## config.mk

```make
export PLATFORM = sky130hd
export DESIGN_NAME = clps_hit
export DESIGN_NICKNAME = d
export VERILOG_FILES = /design/src/design/assert_macros.svh /design/src/design/clps_pkg.sv /design/src/design/clps_hit.sv
export SDC_FILE = /design/constraint.sdc
export NUM_CORES = 2
export LEC_CHECK = 0
export ABC_AREA = 1
export BUFFER_PORTS_ARGS = -buffer_cell sky130_fd_sc_hd__clkbuf_2
export CAP_MARGIN = 5
export CELL_PAD_IN_SITES_DETAIL_PLACEMENT = 1
export CELL_PAD_IN_SITES_GLOBAL_PLACEMENT = 1
export CORE_AREA = 2 2 242 292
export CTS_CLUSTER_SIZE = 8
export DETAILED_ROUTE_END_ITERATION = 16
export DIE_AREA = 0 0 244 294
export GPL_TIMING_DRIVEN = 1
export HOLD_SLACK_MARGIN = 0.05
export PLACE_DENSITY_LB_ADDON = 0.1
export SYNTH_ARGS = -nofsm -noshare
export SYNTH_HDL_FRONTEND = slang
export SYNTH_SLANG_ARGS = --single-unit
export TNS_END_PERCENT = 5
```

## constraint.sdc

```tcl
create_clock -name aclk -period 8.1 [get_ports aclk]
set_input_delay 1.62 -clock aclk [delete_from_list [all_inputs] [get_ports aclk]]
set_output_delay 1.62 -clock aclk [all_outputs]
set_load 0.01 [all_outputs]
```

## src/design/assert_macros.svh

```systemverilog
// assertion macros used by the shader top level
`ifndef ASSERT_MACROS_SVH
`define ASSERT_MACROS_SVH

// clocked check, suspended while reset is held
`define ASSERT_CLK(label, prop, msg) \
    label: assert property (@(posedge aclk) disable iff (!aresetn) (prop)) else $error(msg);

// clocked check that also runs during reset
`define ASSERT_ALWAYS(label, prop, msg) \
    label: assert property (@(posedge aclk) (prop)) else $error(msg);

`endif

```

## src/design/clps_pkg.sv

```systemverilog
// types and constants of the circle list pixel shader
`timescale 1ns / 1ps

package clps_pkg;

    // input operation codes
    localparam logic OP_WRITE = 1'b0;
    localparam logic OP_SHADE = 1'b1;

    // configuration register indexes
    localparam logic [1:0] REG_SCREEN_WIDTH  = 2'd0;
    localparam logic [1:0] REG_SCREEN_HEIGHT = 2'd1;
    localparam logic [1:0] REG_INV_HEIGHT    = 2'd2;
    localparam logic [1:0] REG_CIRCLE_COUNT  = 2'd3;

    localparam int CFG_ADDR_W = 2;
    localparam int CFG_DATA_W = 25;

    // register reset values
    localparam logic [12:0] RST_SCREEN_WIDTH  = 13'd1024;
    localparam logic [12:0] RST_SCREEN_HEIGHT = 13'd768;
    localparam logic [24:0] RST_INV_HEIGHT    = 25'd21845;
    localparam logic [8:0]  RST_CIRCLE_COUNT  = 9'd0;

    // fraction bits of the reciprocal
    localparam int INV_FRAC = 24;

    // color of an uncovered pixel
    localparam logic [31:0] BLACK_OPAQUE = 32'hFF000000;

    // one circle table entry
    typedef struct packed {
        logic [15:0] cx;
        logic [15:0] cy;
        logic [14:0] radius;
        logic [31:0] color;
    } entry_t;

    // status of the coverage pipeline
    typedef struct packed {
        logic busy;
        logic hit;
    } hit_status_t;

    // control sequencer states
    typedef enum logic [2:0] {
        ST_IDLE,
        ST_MUL,
        ST_ROUND,
        ST_SCAN,
        ST_DONE
    } state_t;

endpackage

```

## src/design/clps_hit.sv

```systemverilog
// coverage test pipeline: distance, squares, compare
`timescale 1ns / 1ps

module clps_hit (
    input  logic                   aclk,
    input  logic                   aresetn,
    input  logic                   flush,
    input  logic                   in_vld,
    input  clps_pkg::entry_t       entry,
    input  logic signed [15:0]     u,
    input  logic signed [15:0]     v,
    output clps_pkg::hit_status_t  status,
    output logic [31:0]            color
);
    import clps_pkg::*;

    logic               s1_vld_reg;
    logic               s2_vld_reg;
    logic signed [16:0] dx_reg;
    logic signed [16:0] dy_reg;
    logic        [14:0] r1_reg;
    logic        [31:0] col1_reg;
    logic signed [33:0] dx_sq;
    logic signed [33:0] dy_sq;
    logic        [29:0] r_sq;
    logic        [32:0] dx2_reg;
    logic        [32:0] dy2_reg;
    logic        [29:0] r2_reg;
    logic        [31:0] col2_reg;
    logic        [33:0] dist2;
    logic               less;

    // stage valids
    always_ff @(posedge aclk) begin
        if (!aresetn) begin
            s1_vld_reg <= 1'b0;
            s2_vld_reg <= 1'b0;
        end else if (flush) begin
            s1_vld_reg <= 1'b0;
            s2_vld_reg <= 1'b0;
        end else begin
            s1_vld_reg <= in_vld;
            s2_vld_reg <= s1_vld_reg;
        end
    end

    // stage one: differences to the pixel
    always_ff @(posedge aclk) begin
        dx_reg   <= $signed({entry.cx[15], entry.cx}) - $signed({u[15], u});
        dy_reg   <= $signed({entry.cy[15], entry.cy}) - $signed({v[15], v});
        r1_reg   <= entry.radius;
        col1_reg <= entry.color;
    end

    // stage two: squares
    assign dx_sq = 34'(dx_reg) * 34'(dx_reg);
    assign dy_sq = 34'(dy_reg) * 34'(dy_reg);
    assign r_sq  = 30'(r1_reg) * 30'(r1_reg);

    always_ff @(posedge aclk) begin
        dx2_reg  <= dx_sq[32:0];
        dy2_reg  <= dy_sq[32:0];
        r2_reg   <= r_sq;
        col2_reg <= col1_reg;
    end

    // strict inside test
    assign dist2 = 34'(dx2_reg) + 34'(dy2_reg);
    assign less  = dist2 < 34'(r2_reg);

    assign status.busy = s1_vld_reg | s2_vld_reg;
    assign status.hit  = s2_vld_reg & less;
    assign color       = col2_reg;

endmodule

```

==> flow_summary.yaml <==
route:
  drc: 0
  vias_per_cell: 4.910
  wl_per_cell_um: 16.61
  routed_wl_um: 83630
  drt-initial-drc-count: 622
  first_pass_iters: 5
  vias: 24730
  ant_nets: 0
yosys:
  seq_area_frac_synth: 0.1217
  avgSynthCellArea_um2: 8.550
  ys_seq_elements: 208
  mappedNetlistArea_um2: 34220
  netlist_instances: 4003
  synth_common_cells: "inv_1 (1225), nand2_1 (695), fa_1 (661)"
  ys_warn_count: 0
  synth.distinct_cells: 54
  synthArstFlopShare: 0
  synth.net_count: 5137
  synth_top_cells_by_area: "fa_1 (39%), inv_1 (13%), ha_1 (13%)"
  yosysMostFrequentCell: "inv_1"
  synth-edff-count: 0
  synth_top_area_share: 0.3866
  synth_area_leader_cell: "fa_1"
  synth_ff_type: "dfxtp_1"
status:
  status: "finished clean"
cts:
  postCtsHoldBufs: 0
  clk-insertion-delay-late_ns: 0.57
  cts_tree: "done"
  cts_sinks: 208
  cts.path.max_buffers: 3
  clk_pin_slew_ns: 0.05
  cts-resized-gates: 0
  root_buffer: "clkbuf_16"
  cts_max_level: 2
  cts_buffers: 34
  post_cts_buffers: 0
grt:
  antenna_found_initial: 0
  grt_pass1_wl_um: 141300
  gr-total-overflow: 0
  grt.total_usage: 0.2476
  first_global_vias: 28770
  grt_max_degree: 24
layout:
  drive_gt1_frac: 0.06508
  synthToLayoutAreaGrowth_pct: 7.681
  diodes: 0
  num-fill-cells: 8243
  final_nets: 5244
job:
  cap_viol_max_count: 0
sta:
  finalCritPeriodShare: 0.8068
  setup_tns_ns: 0
  fmax_ghz: 0.1530
  period_minus_slack_ns: 6.535
  slew_headroom: 0.3905
  finalHoldViolations: 0
  skew_ns: 0.02357
  worst_slew_pin_slew_ns: 0.9130
  rsz0062_at_grt: "no"
  finalMaxSlewViolations: 0
  final-setup-viol-count: 0
critical_path:
  critical_path_class: "reg -> reg"
  worstPathMaxFanout: 23
  cp.required_ns: 8.54
  slowest_delay_ns: 0.90
  critical_path.most_common_cell: "fa_1"
  crit_chain: "clkinv_1, nor2_1, fa_1, inv_1, fa_1, inv_1, fa_1, fa_1, fa_1, inv_1, fa_1, inv_1, ha_1, nand3_1, nor3_1, a21oi_1, o21ai_1, a21oi_1, xnor2_1"
  end_kind: "register"
  arrival_ns: 6.98
  slowest_stage: "dfxtp_1"
  cp-start-kind: "register"
min_path:
  hold_class: "reg -> reg"
floorplanning:
  die_x_um: 244
  core-area_um2: 69100
  pin_count: 149
  die-area_um2: 71740
  rows: 106
  chipHeight_um: 294
  start_util: 0.4953
place:
  gp_congestion: 0.8464
  dp_hpwl_um: 72530
  portBuffers: 148
## kinds of logic (layout without fill, tap and decap cells)
kind of cell,count (synthesis),in the layout,share of synthesized area
mux,1,1,0.0003290
xor+xnor,179,179,0.04581
buf+inv,1317,1432,0.1445
compound gates,322,322,0.05634
fa+ha+maj,1019,1019,0.5175
simple gates,957,957,0.1138
flops,208,208,0.1217
## cell usage in the layout, fill, tap and decap left out, types with 10 or more instances in the layout
cell type | synthesis | layout
o21ai_2 | 12 | 12
a21o_1 | 22 | 22
xnor2_1 | 66 | 66
nand2_1 | 695 | 695
fa_1 | 661 | 661
nand4_1 | 15 | 15
o21ai_1 | 11 | 11
dfxtp_1 | 208 | 208
clkbuf_2 | 0 | 148
nor2_1 | 125 | 125
o21ai_0 | 67 | 67
a21oi_1 | 150 | 150
clkbuf_16 | 0 | 34
nor3_1 | 17 | 17
buf_4 | 0 | 13
nand3_1 | 60 | 60
or2_2 | 10 | 10
xor2_1 | 113 | 113
inv_1 | 1225 | 1225
ha_1 | 358 | 358
## critical path, delay by kind of cell (launching register included)
family | cells | cell delay [ns]
AOI/OAI and AO/OA | 3 | 0.59
adders and majority gates | 7 | 3.07
and+or+nand+nor | 3 | 0.88
buffers and inverters | 5 | 0.80
DFF | 1 | 0.90
xor gates and xnor gates | 1 | 0.15
## layer usage
layer / up-vias / part of all wire / track usage
met5: - / 0 / 0
met4: 0 / 0.027 / 0.06826
met3: 106 / 0.021 / 0.02234
met2: 274 / 0.56 / 0.4905
met1: 12520 / 0.39 / 0.2793
li1: 11830 / - / -
## through the flow
stage                     instances  setup WS (ns)  area (um^2)    util  hold slack (ns)
after floorplan                4003          2.334        34220       -           0.3096
after global placement         4992          1.860        35870  0.5191           0.3100
after detailed placement       4992          1.649        35870  0.5191           0.3135
after CTS                      5036          1.652        36850  0.5333           0.3194
after global routing           5036          1.243        36850  0.5333           0.3301
final                          5036          1.565        36850  0.5333           0.3171
## cell type report
type | count | area, um^2 | area share
Clock buffer | 36 | 868.3 | 0.02356
Tap cell | 918 | 1149 | 0.03117
Sequential cell | 208 | 4164 | 0.1130
Inverter | 1227 | 4606 | 0.1250
Multi-Input combinational cell | 2478 | 25120 | 0.6815
Clock inverter | 8 | 112.6 | 0.003056
Timing Repair Buffer | 161 | 838.3 | 0.02275
## path summary, 6_finish.rpt
| kind | from | end | slack (ns) | cells past startpoint |
|---|---|---|---|---|
| setup reg to reg | dx_reg[16] | dx2_reg[23] | 1.56 | 19 |
| setup / recovery | dx_reg[16] | dx2_reg[23] | 1.56 | 19 |
| hold / removal | col1_reg[6] | color[6] | 0.32 | 0 |
| hold reg to reg | col1_reg[6] | color[6] | 0.32 | 0 |
Power is not shown: default switching activity piles up to over one toggle a cycle in this logic, so the estimate is an artifact.
