## src/design/assert_macros.svh

```systemverilog
// assertion macros used by the shader top level
`ifndef ASSERT_MACROS_SVH
`define ASSERT_MACROS_SVH

// clocked check, suspended while reset is held
`define ASSERT_CLK(label, prop, msg) \
    label: assert property (@(posedge aclk) disable iff (!aresetn) (prop)) else $error(msg);

// clocked check that also runs during reset
`define ASSERT_ALWAYS(label, prop, msg) \
    label: assert property (@(posedge aclk) (prop)) else $error(msg);

`endif

```

## src/design/clps_pkg.sv

```systemverilog
// types and constants of the circle list pixel shader
`timescale 1ns / 1ps

package clps_pkg;

    // input operation codes
    localparam logic OP_WRITE = 1'b0;
    localparam logic OP_SHADE = 1'b1;

    // configuration register indexes
    localparam logic [1:0] REG_SCREEN_WIDTH  = 2'd0;
    localparam logic [1:0] REG_SCREEN_HEIGHT = 2'd1;
    localparam logic [1:0] REG_INV_HEIGHT    = 2'd2;
    localparam logic [1:0] REG_CIRCLE_COUNT  = 2'd3;

    localparam int CFG_ADDR_W = 2;
    localparam int CFG_DATA_W = 25;

    // register reset values
    localparam logic [12:0] RST_SCREEN_WIDTH  = 13'd1024;
    localparam logic [12:0] RST_SCREEN_HEIGHT = 13'd768;
    localparam logic [24:0] RST_INV_HEIGHT    = 25'd21845;
    localparam logic [8:0]  RST_CIRCLE_COUNT  = 9'd0;

    // fraction bits of the reciprocal
    localparam int INV_FRAC = 24;

    // color of an uncovered pixel
    localparam logic [31:0] BLACK_OPAQUE = 32'hFF000000;

    // one circle table entry
    typedef struct packed {
        logic [15:0] cx;
        logic [15:0] cy;
        logic [14:0] radius;
        logic [31:0] color;
    } entry_t;

    // status of the coverage pipeline
    typedef struct packed {
        logic busy;
        logic hit;
    } hit_status_t;

    // control sequencer states
    typedef enum logic [2:0] {
        ST_IDLE,
        ST_MUL,
        ST_ROUND,
        ST_SCAN,
        ST_DONE
    } state_t;

endpackage

```

## src/design/clps_coord.sv

```systemverilog
// maps a pixel coordinate to a signed world coordinate
`timescale 1ns / 1ps

module clps_coord #(
    parameter int FRAC = 12
) (
    input  logic               aclk,
    input  logic               load,
    input  logic [11:0]        pix,
    input  logic [12:0]        extent,
    input  logic [24:0]        inv,
    output logic signed [15:0] coord
);
    import clps_pkg::*;

    localparam int SH = INV_FRAC - FRAC;

    logic signed [13:0] d;
    logic        [12:0] d_abs;
    logic        [37:0] mag_reg;
    logic               neg_reg;
    logic        [37:0] q;
    logic        [37:0] q_inc;
    logic               frac_nz;

    // offset from screen center, twice the pixel minus the extent
    assign d     = $signed({1'b0, pix, 1'b0}) - $signed({1'b0, extent});
    assign d_abs = d[13] ? 13'(-d) : 13'(d);

    // magnitude times reciprocal, registered
    always_ff @(posedge aclk) begin
        if (load) begin
            mag_reg <= 38'(d_abs) * 38'(inv);
            neg_reg <= d[13];
        end
    end

    // floor to the coordinate grid and saturate
    assign q       = mag_reg >> SH;
    assign frac_nz = |(mag_reg & ((38'd1 << SH) - 38'd1));
    assign q_inc   = q + 38'(frac_nz);

    always_comb begin
        if (neg_reg) begin
            if (q_inc > 38'd32768) begin
                coord = 16'sh8000;
            end else begin
                coord = $signed(16'(16'd0 - q_inc[15:0]));
            end
        end else begin
            if (q > 38'd32767) begin
                coord = 16'sh7FFF;
            end else begin
                coord = $signed(q[15:0]);
            end
        end
    end

endmodule

```

## config.mk

```make
export PLATFORM = sky130hd
export DESIGN_NAME = clps_coord
export DESIGN_NICKNAME = d
export VERILOG_FILES = /design/src/design/assert_macros.svh /design/src/design/clps_pkg.sv /design/src/design/clps_coord.sv
export SDC_FILE = /design/constraint.sdc
export NUM_CORES = 1
export LEC_CHECK = 0
export BUFFER_PORTS_ARGS = -buffer_cell sky130_fd_sc_hd__clkbuf_2
export CAP_MARGIN = 20
export CORE_MARGIN = 1.5
export CORE_UTILIZATION = 29
export CTS_CLUSTER_DIAMETER = 40
export DETAILED_ROUTE_END_ITERATION = 8
export PLACE_DENSITY = 0.53
export SYNTH_ARGS = -nofsm -noshare
export SYNTH_HDL_FRONTEND = slang
export SYNTH_SLANG_ARGS = --single-unit
```

## constraint.sdc

```tcl
create_clock -name aclk -period 20.4 [get_ports aclk]
set_input_delay 2.04 -clock aclk [delete_from_list [all_inputs] [get_ports aclk]]
set_output_delay 2.04 -clock aclk [all_outputs]
set_load 0.02 [all_outputs]
```

==> results.txt <==
----------------------------------------------------
[Global route]
  Largest net degree at the start of global routing ... 40
  Global-route wire length before repair ... 55,280 um
  Antenna violations before repair ... 1
  Overall fraction of global-route tracks in use ... 0.1394
  Vias in the first global route ... 10,992
  Global-route congestion overflow total ... 0

[Run]
  Max_cap viols ... 0

[Synthesis]
  Total of flip-flops plus latches after synthesis ... 39
  Most used DFF post-synth ... sky130_fd_sc_hd__edfxtp_1
  Count of flip-flops with a built-in enable after synthesis ... 39
  Top-area cell type share of the netlist area ... 0.3700
  Post-Synthesis Cell Area ... 13,740 um2
  Synth Net Count ... 2,006
  Synth Area per Inst ... 8.583 um2
  Unique masters post-synth ... 77
  Number of standard cells after synthesis ... 1,601
  Count of yosys warnings during synthesis ... 0
  Area contributors post-synth ... sky130_fd_sc_hd__fa_1, sky130_fd_sc_hd__ha_1, sky130_fd_sc_hd__inv_1, sky130_fd_sc_hd__edfxtp_1, sky130_fd_sc_hd__nand2_1
  Cell taking the most area after synthesis ... sky130_fd_sc_hd__fa_1
  Sequential element share of the synthesized area ... 0.08522
  FFs w/ async S/R, synth ... 0

[Routing]
  Number of vias per cell after detailed routing ... 4.770
  Iter 0 DRT Violations ... 543
  First-pass detailed-route iteration total ... 9
  Post-detailed-route wirelength per cell ... 14.70 um
  Routed WL ... 32,650 um
  Post-route ant nets ... 0
  DRC violations left ... 9
  Vias after detailed routing ... 10,595

[Clocking]
  Cell chosen for the clock root ... sky130_fd_sc_hd__clkbuf_16
  Clock tree sinks ... 39
  Clk slew on worst S/H paths ... 0.05 ns
  Cts hold-fix bufs ... 0
  Buffer count from post-CTS setup fixing ... 0
  PostCTS Resize Cnt ... 0
  H-tree levels ... 2
  Clock tree from TritonCTS ... built
  Number of buffers inserted during clock tree synthesis ... 5
  Buffers from clock root to sink, at most ... 2

[Floorplanning]
  Std-Cell Rows ... 79
  Initial standard-cell utilization of the core ... 0.2945
  Die Y-Extent ... 220.7 um
  Core Footprint ... 46,650 um2
  Die Area ... 48,700 um2
  Boundary pin count ... 68
  Overall die width ... 220.7 um

[STA]
  Slew at the pin closest to its max-slew limit ... 1.002 ns
  Minimum clock period ... 10.95 ns
  Number of max-slew violations in the final report ... 0
  Count of endpoints failing setup in the final report ... 0
  Final worst path period share ... 0.5369
  Setup TNS ... 0 ns
  Setup repair after global routing missed its margin ... no
  Maximum clock rate ... 0.09130 GHz
  Worst-case headroom to the max-slew limit ... 0.3323
  Final hold viol count ... 0

[Critical path]
  Critical path fanouts, max ... 28
  Worst endpoint data arrival time ... 10.98 ns
  WP data required ... 20.42 ns
  Type of origin of the critical path ... input port
  Critical path capture point type ... flip-flop
  Category of the most critical setup path ... in2reg

[Finish]
  Antenna fix cells ... 0
  Number of flip-flops under the largest register name ... 38
  Share of post-route cells with drive strength above 1 ... 0.07497
  Layout filler cell count ... 4,934
  Most common library cell in the layout ignoring fill and taps ... sky130_fd_sc_hd__inv_1
  Most frequent cells in the layout ... sky130_fd_sc_hd__inv_1, sky130_fd_sc_hd__fa_1, sky130_fd_sc_hd__nand2_1
  Net count, final ... 2,018
  Post-layout utilization of the core ... 0.3182
  Area Growth Syn to Fin ... 8.031%

[Run status]
  Outcome ... finished with violations
  Violations in the final reports ... design-rule violations

[Place]
  Global placer's final weighted congestion ... 0.8418
  Count of port buffers added during placement ... 67
  Detailed placement HPWL ... 27,460 um

[Hold path]
  Class of the tightest hold or removal check ... in2reg

----------------------------------------------------
layer usage:
metal | up-vias | wire length [um] | global-route usage | part of all wire
li1 | 5066 | - | - | -
met1 | 5311 | 16290 | 0.2001 | 0.50
met2 | 197 | 14880 | 0.2322 | 0.46
met3 | 21 | 1207 | 0.01127 | 0.037
met4 | 0 | 270 | 0.02207 | 0.0083
met5 | - | 0 | 0 | 0
layout make-up:
class | count | area, um2 | area share
Multi-Input combinational cell | 1171 | 11140 | 0.7501
Tap cell | 607 | 759.5 | 0.05116
Timing Repair Buffer | 79 | 425.4 | 0.02866
Clock buffer | 5 | 125.1 | 0.008428
Inverter | 317 | 1190 | 0.08015
Sequential cell | 39 | 1171 | 0.07889
Clock inverter | 3 | 38.79 | 0.002613
path summary, 6_finish.rpt:
check / startpoint / to / slack, ns / depth (start not counted)
worst max-delay path: extent[0] / mag_reg[34] / 9.45 / 28
worst min-delay path: inv[0] / mag_reg[0] / 2.29 / 2
worst max-delay path, cell delays in order:
cell	delay, ns
sky130_fd_sc_hd__clkbuf_2	0.35
sky130_fd_sc_hd__fa_1	0.55
sky130_fd_sc_hd__nor2b_1	0.17
sky130_fd_sc_hd__o21ai_1	0.10
sky130_fd_sc_hd__a21boi_2	0.22
sky130_fd_sc_hd__o2111ai_1	0.22
sky130_fd_sc_hd__a21o_1	0.22
sky130_fd_sc_hd__a211oi_1	0.48
sky130_fd_sc_hd__or3_1	0.20
sky130_fd_sc_hd__o22a_1	0.78
sky130_fd_sc_hd__a21boi_0	0.31
sky130_fd_sc_hd__fa_1	0.57
sky130_fd_sc_hd__fa_1	0.52
sky130_fd_sc_hd__fa_1	0.52
sky130_fd_sc_hd__fa_1	0.54
sky130_fd_sc_hd__inv_1	0.05
sky130_fd_sc_hd__fa_1	0.52
sky130_fd_sc_hd__inv_1	0.04
sky130_fd_sc_hd__ha_1	0.37
sky130_fd_sc_hd__a21oi_1	0.19
sky130_fd_sc_hd__nand2_1	0.07
sky130_fd_sc_hd__a221oi_1	0.34
sky130_fd_sc_hd__a31oi_1	0.21
sky130_fd_sc_hd__a31o_2	0.30
sky130_fd_sc_hd__a221oi_2	0.39
sky130_fd_sc_hd__nor2_1	0.12
sky130_fd_sc_hd__o41ai_1	0.41
sky130_fd_sc_hd__xnor2_1	0.12
cell families (layout without fill, tap and decap cells):
group,count (synthesis),after routing,share of synthesized area
AO/OA/AOI/OAI,233,233,0.1202
XOR/XNOR,60,60,0.03879
adder cells (fa/ha/maj),353,353,0.4602
buffers and inverters,391,404,0.1094
flip-flops,39,39,0.08522
multiplexers,5,5,0.003824
AND/OR/NAND/NOR,520,520,0.1825
synth_stat cells (22+ instances only):
| master | instances |
|---|---|
| sky130_fd_sc_hd__edfxtp_1 | 39 |
| sky130_fd_sc_hd__nand3_1 | 28 |
| sky130_fd_sc_hd__and2_1 | 84 |
| sky130_fd_sc_hd__o21ai_0 | 35 |
| sky130_fd_sc_hd__clkbuf_1 | 55 |
| sky130_fd_sc_hd__nor2_1 | 48 |
| sky130_fd_sc_hd__a21o_1 | 24 |
| sky130_fd_sc_hd__xnor2_1 | 41 |
| sky130_fd_sc_hd__nor3_1 | 22 |
| sky130_fd_sc_hd__nand2_1 | 243 |
| sky130_fd_sc_hd__ha_1 | 99 |
| sky130_fd_sc_hd__nor2b_1 | 25 |
| sky130_fd_sc_hd__fa_1 | 254 |
| sky130_fd_sc_hd__a21oi_1 | 51 |
| sky130_fd_sc_hd__inv_1 | 316 |
stage by stage:
stage	hold slack [ns]	setup WS, ns	cell area [um2]	std cells
floorplan	2.153	10.60	13740	1601
global placement	2.615	9.399	14680	2213
detailed placement	2.610	9.130	14680	2213
CTS	2.317	9.423	14850	2221
global route	2.330	8.728	14850	2221
finish	2.291	9.447	14850	2221
Power is left out: the tool's default activity adds up to more than one toggle a clock period on the data nets, which glitch-free logic cannot reach.
